[config.mk]
export PLATFORM = sky130hd
export DESIGN_NAME = locality_aware_task_dispatch
export DESIGN_NICKNAME = d
export VERILOG_FILES = /design/src/hw/rtl/latd_pkg.sv /design/src/hw/rtl/latd_ram.sv /design/src/hw/rtl/latd_ctrl.sv /design/src/hw/rtl/latd_datapath.sv /design/src/hw/rtl/locality_aware_task_dispatch.sv
export SDC_FILE = /design/constraint.sdc
export NUM_CORES = 1
export LEC_CHECK = 0
export BUFFER_PORTS_ARGS = -buffer_cell sky130_fd_sc_hd__buf_2
export CAP_MARGIN = 30
export CORE_MARGIN = 1
export CORE_UTILIZATION = 41
export DETAILED_ROUTE_END_ITERATION = 8
export SETUP_SLACK_MARGIN = 0.02
export SYNTH_ARGS = -nofsm -noshare
export SYNTH_HDL_FRONTEND = slang
export SYNTH_SLANG_ARGS = --single-unit
[constraint.sdc]
create_clock -name clk -period 3.82 [get_ports clk]
set_input_delay 0.191 -clock clk [delete_from_list [all_inputs] [get_ports clk]]
set_output_delay 0.191 -clock clk [all_outputs]
set_load 0.02 [all_outputs]
[src/hw/rtl/latd_pkg.sv]
package latd_pkg;

  localparam int RAW_W     = 16;
  localparam int CHUNK_W   = 6;
  localparam int CFG_W     = 5;
  localparam int DIV_STEPS = 16;
  localparam int DCNT_W    = 4;

  localparam logic [CFG_W-1:0] NODE_COUNT_RESET = 5'd2;
  localparam logic [CFG_W-1:0] NODE_COUNT_MIN   = 5'd2;

  localparam logic KIND_LOAD    = 1'b0;
  localparam logic KIND_REQUEST = 1'b1;

  typedef struct packed {
    logic capture;
    logic div_step;
    logic write_home;
    logic scan_step;
    logic finish;
  } cmd_t;

  typedef struct packed {
    logic div_done;
    logic scan_last;
    logic out_busy;
  } status_t;

endpackage

[src/hw/rtl/latd_ram.sv]
module latd_ram #(
  parameter int WIDTH = 4,
  parameter int DEPTH = 64
) (
  input  logic                     clk,
  input  logic                     we,
  input  logic [$clog2(DEPTH)-1:0] waddr,
  input  logic [WIDTH-1:0]         wdata,
  input  logic [$clog2(DEPTH)-1:0] raddr,
  output logic [WIDTH-1:0]         rdata
);

  logic [WIDTH-1:0] mem [DEPTH];

  always_ff @(posedge clk) begin
    if (we) begin
      mem[waddr] <= wdata;
    end
    rdata <= mem[raddr];
  end

endmodule

[src/hw/rtl/latd_ctrl.sv]
module latd_ctrl (
  input  logic              clk,
  input  logic              rst,
  input  logic              in_valid,
  input  logic              kind,
  output logic              in_stall,
  input  latd_pkg::status_t status,
  output latd_pkg::cmd_t    cmd
);

  import latd_pkg::*;

  typedef enum logic [2:0] {
    S_IDLE,
    S_DIV,
    S_WRITE,
    S_SCAN,
    S_DRAIN,
    S_RESULT
  } state_t;

  state_t state;

  always_ff @(posedge clk) begin
    if (rst) begin
      state    <= S_IDLE;
      in_stall <= 1'b0;
    end else begin
      unique case (state)
        S_IDLE: begin
          if (in_valid) begin
            in_stall <= 1'b1;
            state    <= (kind == KIND_LOAD) ? S_DIV : S_SCAN;
          end
        end
        S_DIV: begin
          if (status.div_done) begin
            state <= S_WRITE;
          end
        end
        S_WRITE: begin
          state    <= S_IDLE;
          in_stall <= 1'b0;
        end
        S_SCAN: begin
          if (status.scan_last) begin
            state <= S_DRAIN;
          end
        end
        S_DRAIN: begin
          state <= S_RESULT;
        end
        S_RESULT: begin
          // A finished request holds here until the output register is free.
          if (!status.out_busy) begin
            state    <= S_IDLE;
            in_stall <= 1'b0;
          end
        end
        default: begin
          state    <= S_IDLE;
          in_stall <= 1'b0;
        end
      endcase
    end
  end

  always_comb begin
    cmd.capture    = in_valid && !in_stall;
    cmd.div_step   = (state == S_DIV);
    cmd.write_home = (state == S_WRITE);
    cmd.scan_step  = (state == S_SCAN);
    cmd.finish     = (state == S_RESULT) && !status.out_busy;
  end

endmodule

[src/hw/rtl/latd_datapath.sv]
module latd_datapath #(
  parameter int MAX_CHUNKS = 64,
  parameter int MAX_NODES  = 16
) (
  input  logic                         clk,
  input  logic                         rst,
  input  latd_pkg::cmd_t               cmd,
  output latd_pkg::status_t            status,
  input  logic                         cfg_we,
  input  logic [latd_pkg::CFG_W-1:0]   cfg_data,
  input  logic [latd_pkg::CHUNK_W-1:0] chunk_index,
  input  logic [latd_pkg::RAW_W-1:0]   raw_node,
  output logic                         out_valid,
  input  logic                         out_stall,
  output logic [latd_pkg::CHUNK_W-1:0] assigned_chunk,
  output logic                         is_remote,
  output logic                         assigned
);

  import latd_pkg::*;

  localparam int CW = $clog2(MAX_CHUNKS);
  localparam int DW = $clog2(MAX_NODES);

  logic [CFG_W-1:0]      node_count;
  logic [CFG_W-1:0]      eff_nodes;
  logic [DW-1:0]         workers;

  logic [RAW_W-1:0]      node_q;
  logic [CHUNK_W-1:0]    chunk_q;
  logic [RAW_W-1:0]      dividend;
  logic [DW-1:0]         divisor;
  logic [DW-1:0]         rem;
  logic [DW:0]           trial;
  logic [DCNT_W-1:0]     div_cnt;

  logic [MAX_CHUNKS-1:0] pending;
  logic [CW-1:0]         scan_idx;
  logic [CW-1:0]         cmp_idx;
  logic                  cmp_en;
  logic                  found_local;
  logic                  found_any;
  logic [CW-1:0]         local_idx;
  logic [CW-1:0]         any_idx;
  logic [CW-1:0]         pick;

  logic                  in_range;
  logic [CW-1:0]         widx;
  logic [DW-1:0]         home_wdata;
  logic [DW-1:0]         home_rdata;
  logic                  home_match;

  // Clamp the configured node count so the modulus is never zero and every
  // home fits its entry.
  always_comb begin
    if (node_count < NODE_COUNT_MIN) begin
      eff_nodes = NODE_COUNT_MIN;
    end else if (int'(node_count) > MAX_NODES) begin
      eff_nodes = CFG_W'(MAX_NODES);
    end else begin
      eff_nodes = node_count;
    end
  end

  assign workers    = DW'(eff_nodes - CFG_W'(1));
  assign trial      = {rem, dividend[RAW_W-1]};
  assign in_range   = int'(chunk_q) < MAX_CHUNKS;
  assign widx       = CW'(chunk_q);
  assign home_wdata = rem + DW'(1);
  assign home_match = (node_q[RAW_W-1:DW] == '0) && (node_q[DW-1:0] == home_rdata);
  assign pick       = found_local ? local_idx : any_idx;

  assign status.div_done  = (div_cnt == DCNT_W'(DIV_STEPS - 1));
  assign status.scan_last = (scan_idx == CW'(MAX_CHUNKS - 1));
  assign status.out_busy  = out_valid;

  latd_ram #(
    .WIDTH (DW),
    .DEPTH (MAX_CHUNKS)
  ) u_home_ram (
    .clk   (clk),
    .we    (cmd.write_home && in_range),
    .waddr (widx),
    .wdata (home_wdata),
    .raddr (scan_idx),
    .rdata (home_rdata)
  );

  always_ff @(posedge clk) begin
    if (rst) begin
      node_count <= NODE_COUNT_RESET;
    end else if (cfg_we) begin
      node_count <= cfg_data;
    end
  end

  // Restoring remainder, one dividend bit per step.
  always_ff @(posedge clk) begin
    if (cmd.capture) begin
      node_q   <= raw_node;
      chunk_q  <= chunk_index;
      dividend <= raw_node;
      divisor  <= workers;
      rem      <= '0;
      div_cnt  <= '0;
    end else if (cmd.div_step) begin
      dividend <= {dividend[RAW_W-2:0], 1'b0};
      div_cnt  <= div_cnt + DCNT_W'(1);
      if (trial >= {1'b0, divisor}) begin
        rem <= DW'(trial - {1'b0, divisor});
      end else begin
        rem <= trial[DW-1:0];
      end
    end
  end

  // The scan reads one home entry per cycle; the compare follows in the next
  // cycle, because the RAM read is registered.
  always_ff @(posedge clk) begin
    if (rst) begin
      cmp_en      <= 1'b0;
      found_local <= 1'b0;
      found_any   <= 1'b0;
    end else begin
      cmp_en <= cmd.scan_step;
      if (cmd.capture) begin
        found_local <= 1'b0;
        found_any   <= 1'b0;
      end else if (cmp_en && pending[cmp_idx]) begin
        if (!found_any) begin
          found_any <= 1'b1;
        end
        if (!found_local && home_match) begin
          found_local <= 1'b1;
        end
      end
    end
  end

  always_ff @(posedge clk) begin
    if (cmd.capture) begin
      scan_idx <= '0;
    end else if (cmd.scan_step) begin
      scan_idx <= scan_idx + CW'(1);
    end
    cmp_idx <= scan_idx;
    if (cmp_en && pending[cmp_idx] && !found_any) begin
      any_idx <= cmp_idx;
    end
    if (cmp_en && pending[cmp_idx] && !found_local && home_match) begin
      local_idx <= cmp_idx;
    end
  end

  always_ff @(posedge clk) begin
    if (rst) begin
      pending <= '0;
    end else if (cmd.write_home && in_range) begin
      pending[widx] <= 1'b1;
    end else if (cmd.finish && found_any) begin
      pending[pick] <= 1'b0;
    end
  end

  always_ff @(posedge clk) begin
    if (rst) begin
      out_valid <= 1'b0;
    end else if (cmd.finish) begin
      out_valid <= 1'b1;
    end else if (!out_stall) begin
      out_valid <= 1'b0;
    end
  end

  always_ff @(posedge clk) begin
    if (cmd.finish) begin
      assigned       <= found_any;
      is_remote      <= found_any && !found_local;
      assigned_chunk <= found_any ? CHUNK_W'(pick) : '0;
    end
  end

endmodule

[src/hw/rtl/locality_aware_task_dispatch.sv]
// Channel   Handshake              Payload
// input     in_valid / in_stall    kind, chunk_index, raw_node
// result    out_valid / out_stall  assigned_chunk, is_remote, assigned
// config    cfg_valid / cfg_ready  cfg_data (node_count)
//
// A load runs the 16-step restoring divider, then writes its home entry.
// A request scans the home RAM at one entry per cycle via its single read port.
// Reset is synchronous: it clears every pending bit and sets node_count to 2.
// A result held by out_stall does not block loads; a request waits at its end
// until the output register is free.
module locality_aware_task_dispatch #(
  parameter int MAX_CHUNKS = 64,
  parameter int MAX_NODES  = 16
) (
  input  logic                         clk,
  input  logic                         rst,
  input  logic                         in_valid,
  output logic                         in_stall,
  input  logic                         kind,
  input  logic [latd_pkg::CHUNK_W-1:0] chunk_index,
  input  logic [latd_pkg::RAW_W-1:0]   raw_node,
  output logic                         out_valid,
  input  logic                         out_stall,
  output logic [latd_pkg::CHUNK_W-1:0] assigned_chunk,
  output logic                         is_remote,
  output logic                         assigned,
  input  logic                         cfg_valid,
  output logic                         cfg_ready,
  input  logic [latd_pkg::CFG_W-1:0]   cfg_data
);

  import latd_pkg::*;

  cmd_t    cmd;
  status_t status;

  assign cfg_ready = 1'b1;

  latd_ctrl u_ctrl (
    .clk      (clk),
    .rst      (rst),
    .in_valid (in_valid),
    .kind     (kind),
    .in_stall (in_stall),
    .status   (status),
    .cmd      (cmd)
  );

  latd_datapath #(
    .MAX_CHUNKS (MAX_CHUNKS),
    .MAX_NODES  (MAX_NODES)
  ) u_datapath (
    .clk            (clk),
    .rst            (rst),
    .cmd            (cmd),
    .status         (status),
    .cfg_we         (cfg_valid && cfg_ready),
    .cfg_data       (cfg_data),
    .chunk_index    (chunk_index),
    .raw_node       (raw_node),
    .out_valid      (out_valid),
    .out_stall      (out_stall),
    .assigned_chunk (assigned_chunk),
    .is_remote      (is_remote),
    .assigned       (assigned)
  );

endmodule

==> flow_metrics.env, run 1 <==
export IMPL_worst_pin_slew_ns=1.063
export IMPL_syn_area_per_cell_um2=15.64
export IMPL_max_freq_ghz=0.3236
export IMPL_r2r_start="u_ctrl.state[1]$_SDFFE_PP0P_"
export IMPL_power_density_nw_per_um2=526.2
export IMPL_synthFlopType="edfxtp_1"
export IMPL_critPathMaxFanout=14
export IMPL_async_flop_share_pct=0
export IMPL_cts_sinks=419
export IMPL_worstSetupPathType="reg2reg"
export IMPL_met1_length_mm=17.73
export IMPL_cp_data_arrival_time_ns=3.56
export IMPL_finalNetCount=1221
export IMPL_row_count=73
export IMPL_cp_depth=5
export IMPL_die_w_um=205.0
export IMPL_drt_iter0_drc=842
export IMPL_cts_made_buffers=44
export IMPL_peakVddDrop_mv=0.2824
export IMPL_root_buffer="clkbuf_16"
export IMPL_initial_core_util_pct=42.03
export IMPL_skew_ns=0.02689
export IMPL_finalNonFillerCells=1740
export IMPL_grt_pass1_vias=9597
export IMPL_grtUsageTotal_pct=19.54
export IMPL_grt_pass1_wl_mm=59.77
export IMPL_fin_util_pct=48.71
export IMPL_synth_cell_types=61
export IMPL_synth_fa_ha_area_share_pct=0.7112
export IMPL_postRouteAntennaNets=0
export IMPL_status="finished, final reports clean"
export IMPL_min_path_type="in2reg"
export IMPL_fp_dieH_um=205.0
export IMPL_synthXorXnorAreaFrac_pct=0.7778
export IMPL_path_cells="nor3b_2 -> nand4b_1 -> nor2_1 -> nor2_1 -> a211oi_1"
export IMPL_clk_path_buf_depth=3
export IMPL_slowest_delay_ns=0.73
export IMPL_fin_crit_sh_pct=80.89
export IMPL_period_minus_slack_ns=3.090
export IMPL_hold_viol=0
export IMPL_layout_setup_ws_ns=0.7299
export IMPL_dp_cells=1624
export IMPL_h_tree_depth=2
export IMPL_crit_top_cell="nor2_1"
export IMPL_num_vias=9802
export IMPL_wl_per_cell_um=23.09
export IMPL_relSlewSlack_pct=27.10
export IMPL_core_um2=40190
export IMPL_syn_area_um2=16890
export IMPL_diodes=0
export IMPL_crit_family="simple AND/OR/NAND/NOR gates"
export IMPL_synth_compound_area_share_pct=5.008
export IMPL_cp_end_kind="flip-flop"
export IMPL_wl_mm=40.18
export IMPL_synth_common_cells="318 x edfxtp_1, 165 x nor2_1, 101 x dfxtp_1, 88 x mux4_2, 66 x nand2_1"
export IMPL_synth_most_common_cell="edfxtp_1"
export IMPL_dr_wl_met3_mm=2.812
export IMPL_synth_cells=1080
export IMPL_path_clk_slew_ns=0.06
export IMPL_vias_per_cell=5.633
export IMPL_p_leak_nw=6.310
export IMPL_drc=0
export IMPL_synth_edf_count=318
export IMPL_drive_gt1_share_pct=21.07
export IMPL_ys_seq_elements=419
export IMPL_ys_warnings_count=0
export IMPL_maxCapViolCount=0
export IMPL_ioPinCount=44
export IMPL_timing_critical_path_buf_inv=0
export IMPL_finalSetupTns_ns=0
export IMPL_drt_pass1_iterations=6
export IMPL_synth_top_family_by_area="multiplexers"
export IMPL_grt_max_degree=66
export IMPL_cts_tree="built"
export IMPL_synth_fp_nets=1122
export IMPL_drv_slew=0
export IMPL_dr_wl_met2_mm=18.64
export IMPL_gp_congestion=0.8447
export IMPL_syn_to_final_growth_pct=15.90
export IMPL_synth_top_area_share_pct=56.54
export IMPL_endpoint="u_datapath.pending[11]$_SDFFE_PP0P_"
export IMPL_clock_latency_ns=0.58
export IMPL_critPathRequiredTime_ns=4.29
export IMPL_port_buffer_count=42
export IMPL_critPathLaunchType="flip-flop"
export IMPL_antenna_found_initial=0
export IMPL_critical_path_slowest_cell="nor3b_2"
export IMPL_die_area_um2=42010
export IMPL_maxUsedRoutingLayer="met4"
export IMPL_overflow=0
export IMPL_synthSimpleGateAreaFrac_pct=8.312
export IMPL_dp_final_hpwl_mm=26.74
export IMPL_r2r_end="u_datapath.pending[11]$_SDFFE_PP0P_"
export IMPL_fill_cells=3361
export IMPL_p_total_mw=10.30
export IMPL_synthMuxAreaShare_pct=14.49
export IMPL_finalSetupViolations=0
export IMPL_yosysSeqAreaShare_pct=68.51
export IMPL_grt_setup_unrepaired="false"
export IMPL_pre_cts_ws_ns=0.8787
export IMPL_r2r_slack_ns=0.73
export IMPL_critPathLaunch="u_ctrl.state[1]$_SDFFE_PP0P_"
export IMPL_cts_resized=0
export IMPL_synth_top_cell_by_area="edfxtp_1"
export IMPL_synthTopCellsByArea="edfxtp_1 57%, dfxtp_1 12%, mux4_2 12%, nor2_1 3.7%, a211oi_1 2.3%"
export IMPL_r2r_cells=5
-- repair_timing --
action / in CTS / in global routing
hold buffers: 34 / 0
hold endpoints to repair: 45 / 0
buffers inserted: 0 / 0
-- per-layer routing --
| layer | vias up | GRT usage [%] |
|---|---|---|
| li1 | 4372 | - |
| met1 | 4997 | 27.50 |
| met2 | 362 | 30.38 |
| met3 | 71 | 3.659 |
| met4 | 0 | 6.772 |
| met5 | - | 0 |
-- worst min-delay path, cell delays in order --
cell,delay [ns]
buf_2,0.11
nor4bb_1,0.13
a21oi_1,0.10
nor3_1,0.05
-- cell type report --
class	instances	area [um2]	share of cell area (%)
Timing Repair Buffer	107	803.3	4.104
Inverter	19	71.32	0.3643
Sequential cell	419	11580	59.14
Clock buffer	63	1286	6.571
Tap cell	525	656.9	3.356
Multi-Input combinational cell	588	4981	25.45
Clock inverter	19	200.2	1.023
-- flip-flops by register name, summed over array words and instances (netlist names), 16 cells and up --
name / cells
u_datapath.u_home_ram.mem: 256
u_datapath.dividend: 16
u_datapath.node_q: 16
u_datapath.pending: 64
-- how the worst min path moves through the flow --
stage | endpoint | startpoint | cells after the start | slack (ns)
after detailed placement | u_datapath.chunk_q[5]$_DFFE_PP_ | chunk_index[5] | 1 | 0.37
after CTS | u_ctrl.state[1]$_SDFFE_PP0P_ | kind | 4 | 0.04
after floorplan | u_datapath.chunk_q[0]$_DFFE_PP_ | chunk_index[0] | 0 | 0.29
after global routing | u_ctrl.state[1]$_SDFFE_PP0P_ | kind | 4 | 0.10
final | u_ctrl.state[1]$_SDFFE_PP0P_ | kind | 4 | 0.06
after global placement | u_datapath.chunk_q[3]$_DFFE_PP_ | chunk_index[3] | 1 | 0.37
-- placed cells by master (no fill, tap or decap), types with 4 or more instances in the layout --
cell type        n
mux4_2          88
a31oi_1          6
clkbuf_1        11
nand2b_1         8
edfxtp_1       318
nor2_2           6
mux2_2           4
or3_1            4
nand4_1          4
nand3_1         10
o21ai_0         16
clkbuf_16       47
nor2_1         165
nor3_1          16
xor2_1           9
clkbuf_8         5
mux2i_1         29
o22ai_1         10
dfxtp_1         99
clkinv_2         5
a21oi_1         23
nand4b_1         4
buf_2           42
mux4_1           4
clkinv_1         8
nand3b_1         6
bufinv_16        4
a22oi_1          4
nand2_1         66
xnor2_1          4
ha_1             7
dlygate4sd3_1   34
buf_4           29
inv_1           17
a211oi_1        51
-- logic make-up (layout without fill, tap and decap cells) --
| logic type | after synthesis | after routing |
|---|---|---|
| xor+xnor | 15 | 15 |
| flops | 419 | 419 |
| buf+inv | 73 | 208 |
| simple gates | 313 | 313 |
| mux | 126 | 126 |
| other cells | 1 | 1 |
| compound gates | 124 | 124 |
| fa+ha+maj | 9 | 9 |
-- where the power goes --
| group | switching [mW] | internal (mW) |
|---|---|---|
| clock | 1.73 | 2.61 |
| sequential | 0.0755 | 5.20 |
| combinational | 0.450 | 0.233 |
-- per-stage QoR --
stage | area [um2] | hold slack, ns
2_1_floorplan | 16890 | 0.2899
3_3_place_gp | 17730 | 0.3683
3_5_place_dp | 17750 | 0.3695
4_1_cts | 19580 | 0.04029
5_1_grt | 19580 | 0.1004
6_report | 19580 | 0.05533
(Power assumes the default switching activity.)
==> inputs of run 2 (changes only) <==
Clock period 3.82 ns to 2.6 ns, I/O delays scaled along.
==> run 2 against run 1 <==
Net effect: core utilization is 1.4 points higher; via count is 1.9% higher; global-route usage is 0.40 points higher; sequential cell count stayed put; power is 46% higher; maximum frequency is 25% higher; final area is 2.9% higher; first-iteration DRC count is 1.1% lower; sequential power is 46% higher; critical path depth stayed put; die area stayed put; routed wire length is 2.5% higher; largest power group unchanged.
==> flow_metrics.env, run 2 (synthesized netlist as in run 1, its figures left out) <==
export IMPL_worst_pin_slew_ns=0.7455
export IMPL_min_path_type="in2reg"
export IMPL_die_w_um=205.0
export IMPL_largest_reg_flops=256
export IMPL_reg_largest_list="u_datapath.u_home_ram.mem: 256 flops, u_datapath.pending: 64 flops"
export IMPL_layout_common_cells="318 x edfxtp_1, 165 x nor2_1, 99 x dfxtp_1"
export IMPL_critPathRequiredTime_ns=3.04
export IMPL_grtUsageTotal_pct=19.94
export IMPL_cp_data_arrival_time_ns=2.91
export IMPL_wl_mm=41.18
export IMPL_design_area_um2=20150
export IMPL_drt_pass1_iterations=5
export IMPL_grt_setup_unrepaired="false"
export IMPL_postRouteAntennaNets=0
export IMPL_max_freq_ghz=0.4046
export IMPL_grt_max_degree=66
export IMPL_core_um2=40190
export IMPL_hold_viol=0
export IMPL_peakVddDrop_mv=0.4960
export IMPL_maxCapViolCount=0
export IMPL_fill_cells=3306
export IMPL_post_dp_cell_area_um2=18260
export IMPL_cp_end_kind="flip-flop"
export IMPL_num_vias=9989
export IMPL_largest_register="u_datapath.u_home_ram.mem"
export IMPL_ioPinCount=44
export IMPL_layout_commonest_cell="edfxtp_1"
export IMPL_drive_gt1_share_pct=24.51
export IMPL_drv_slew=0
export IMPL_worstSetupPathType="reg2reg"
export IMPL_port_buffer_count=42
export IMPL_fp_dieH_um=205.0
export IMPL_syn_to_final_growth_pct=19.29
export IMPL_status="finished, final reports clean"
export IMPL_finalSetupTns_ns=0
export IMPL_critPathMaxFanout=18
export IMPL_whs_path_depth=2
export IMPL_cts_sinks=419
export IMPL_cts_made_buffers=44
export IMPL_relSlewSlack_pct=50.30
export IMPL_die_area_um2=42010
export IMPL_drc=0
export IMPL_grt_pass1_wl_mm=61.43
export IMPL_diodes=0
export IMPL_wl_per_cell_um=22.80
export IMPL_overflow=0
export IMPL_cts_tree="built"
export IMPL_gp_congestion=0.8639
export IMPL_r2r_end="u_datapath.u_home_ram.rdata[2]$_DFF_P_"
export IMPL_clk_path_buf_depth=3
export IMPL_grt_pass1_vias=9989
export IMPL_hp_start="chunk_index[4]"
export IMPL_clock_latency_ns=0.57
export IMPL_p_leak_nw=6.685
export IMPL_drt_iter0_drc=833
export IMPL_power_density_nw_per_um2=747.1
export IMPL_r2r_cells=5
export IMPL_skew_ns=0.02217
export IMPL_multiInputGateArea_um2=4999
export IMPL_initial_core_util_pct=42.03
export IMPL_vias_per_cell=5.531
export IMPL_path_clk_slew_ns=0.06
export IMPL_critPathLaunchType="flip-flop"
export IMPL_fin_crit_sh_pct=95.05
export IMPL_row_count=73
export IMPL_antenna_found_initial=0
export IMPL_h_tree_depth=2
export IMPL_p_total_mw=15.05
export IMPL_r2r_start="u_datapath.scan_idx[0]$_SDFFE_PP0P_"
export IMPL_root_buffer="clkbuf_16"
export IMPL_finalNetCount=1287
export IMPL_min_to="u_datapath.chunk_q[4]$_DFFE_PP_"
export IMPL_period_minus_slack_ns=2.471
export IMPL_finalSetupViolations=0
export IMPL_dp_final_hpwl_mm=26.65
export IMPL_seqCellArea_um2=11580
export IMPL_r2r_slack_ns=0.13
## run 2: cell count changes in the layout (fill, tap and decap cells not counted), moves of 2 or more
cell / previous run / this run
buf_12: 1 / 6
buf_4: 29 / 82
clkbuf_1: 11 / 16
clkinv_1: 8 / 5
clkinv_2: 5 / 3
clkinvlp_4: 0 / 2
dlygate4sd3_1: 34 / 41
## run 2: worst max-delay path by stage
stage	from	to	slack (ns)
after detailed placement	u_datapath.scan_idx[0]$_SDFFE_PP0P_	u_datapath.u_home_ram.rdata[0]$_DFF_P_	0.03
final	u_datapath.scan_idx[0]$_SDFFE_PP0P_	u_datapath.u_home_ram.rdata[2]$_DFF_P_	0.13
after global placement	u_datapath.scan_idx[0]$_SDFFE_PP0P_	u_datapath.u_home_ram.rdata[0]$_DFF_P_	0.04
after CTS	u_datapath.scan_idx[0]$_SDFFE_PP0P_	u_datapath.u_home_ram.rdata[3]$_DFF_P_	0.03
after floorplan	u_datapath.cmp_idx[1]$_DFF_P_	u_datapath.any_idx[0]$_DFFE_PP_	0.27
after global routing	u_ctrl.state[1]$_SDFFE_PP0P_	u_datapath.pending[21]$_SDFFE_PP0P_	0.08
## run 2: through the flow
stage          hold WS [ns]  util [%]  cells  setup slack [ns]
2_1_floorplan        0.2289         -   1080            0.2658
3_3_place_gp         0.3059     45.44   1682           0.03545
3_5_place_dp         0.3092     45.44   1682           0.02872
5_1_grt              0.2620     50.13   1806           0.07985
6_report             0.2737     50.13   1806            0.1287
4_1_cts              0.2469     50.05   1805           0.03067
## run 2: final cells by class
cell class	instances	share of cell area (%)
repair buffers	173	6.992
multi-input cells	588	24.81
clock inverters	15	0.7763
inverters	19	0.3540
well taps	525	3.260
flip-flops and latches	419	57.46
clock buffers	67	6.353
## run 2: layer usage
| metal | global-route usage, % | up-vias | routed length, um |
|---|---|---|---|
| met5 | 0 | - | 0 |
| met4 | 6.111 | 0 | 947 |
| met3 | 3.182 | 59 | 2242 |
| met2 | 31.58 | 301 | 19510 |
| met1 | 28.25 | 5124 | 18480 |
| li1 | - | 4505 | - |
## run 2: critical path, stage by stage (launching register included)
cell	delay [ns]
dfxtp_4	0.55
buf_16	0.24
mux4_2	0.58
mux4_2	0.49
o22ai_1	0.38
nor2_1	0.08
## run 2: power by group
| group | switching, mW | internal, mW |
|---|---|---|
| Clock | 2.54 | 3.70 |
| Combinational | 0.697 | 0.398 |
| Sequential | 0.0869 | 7.64 |
| Total | 3.32 | 11.7 |
## run 2: timing repair
action | 4_1_cts | 5_1_grt
pin swaps | 0 | 0
hold buffers | 41 | 0
setup buffers | 0 | 0
endpoints found under the setup margin | 1 | 1
resized for setup | 1 | 1
endpoints found under the hold margin | 47 | 0
cloned | 0 | 1
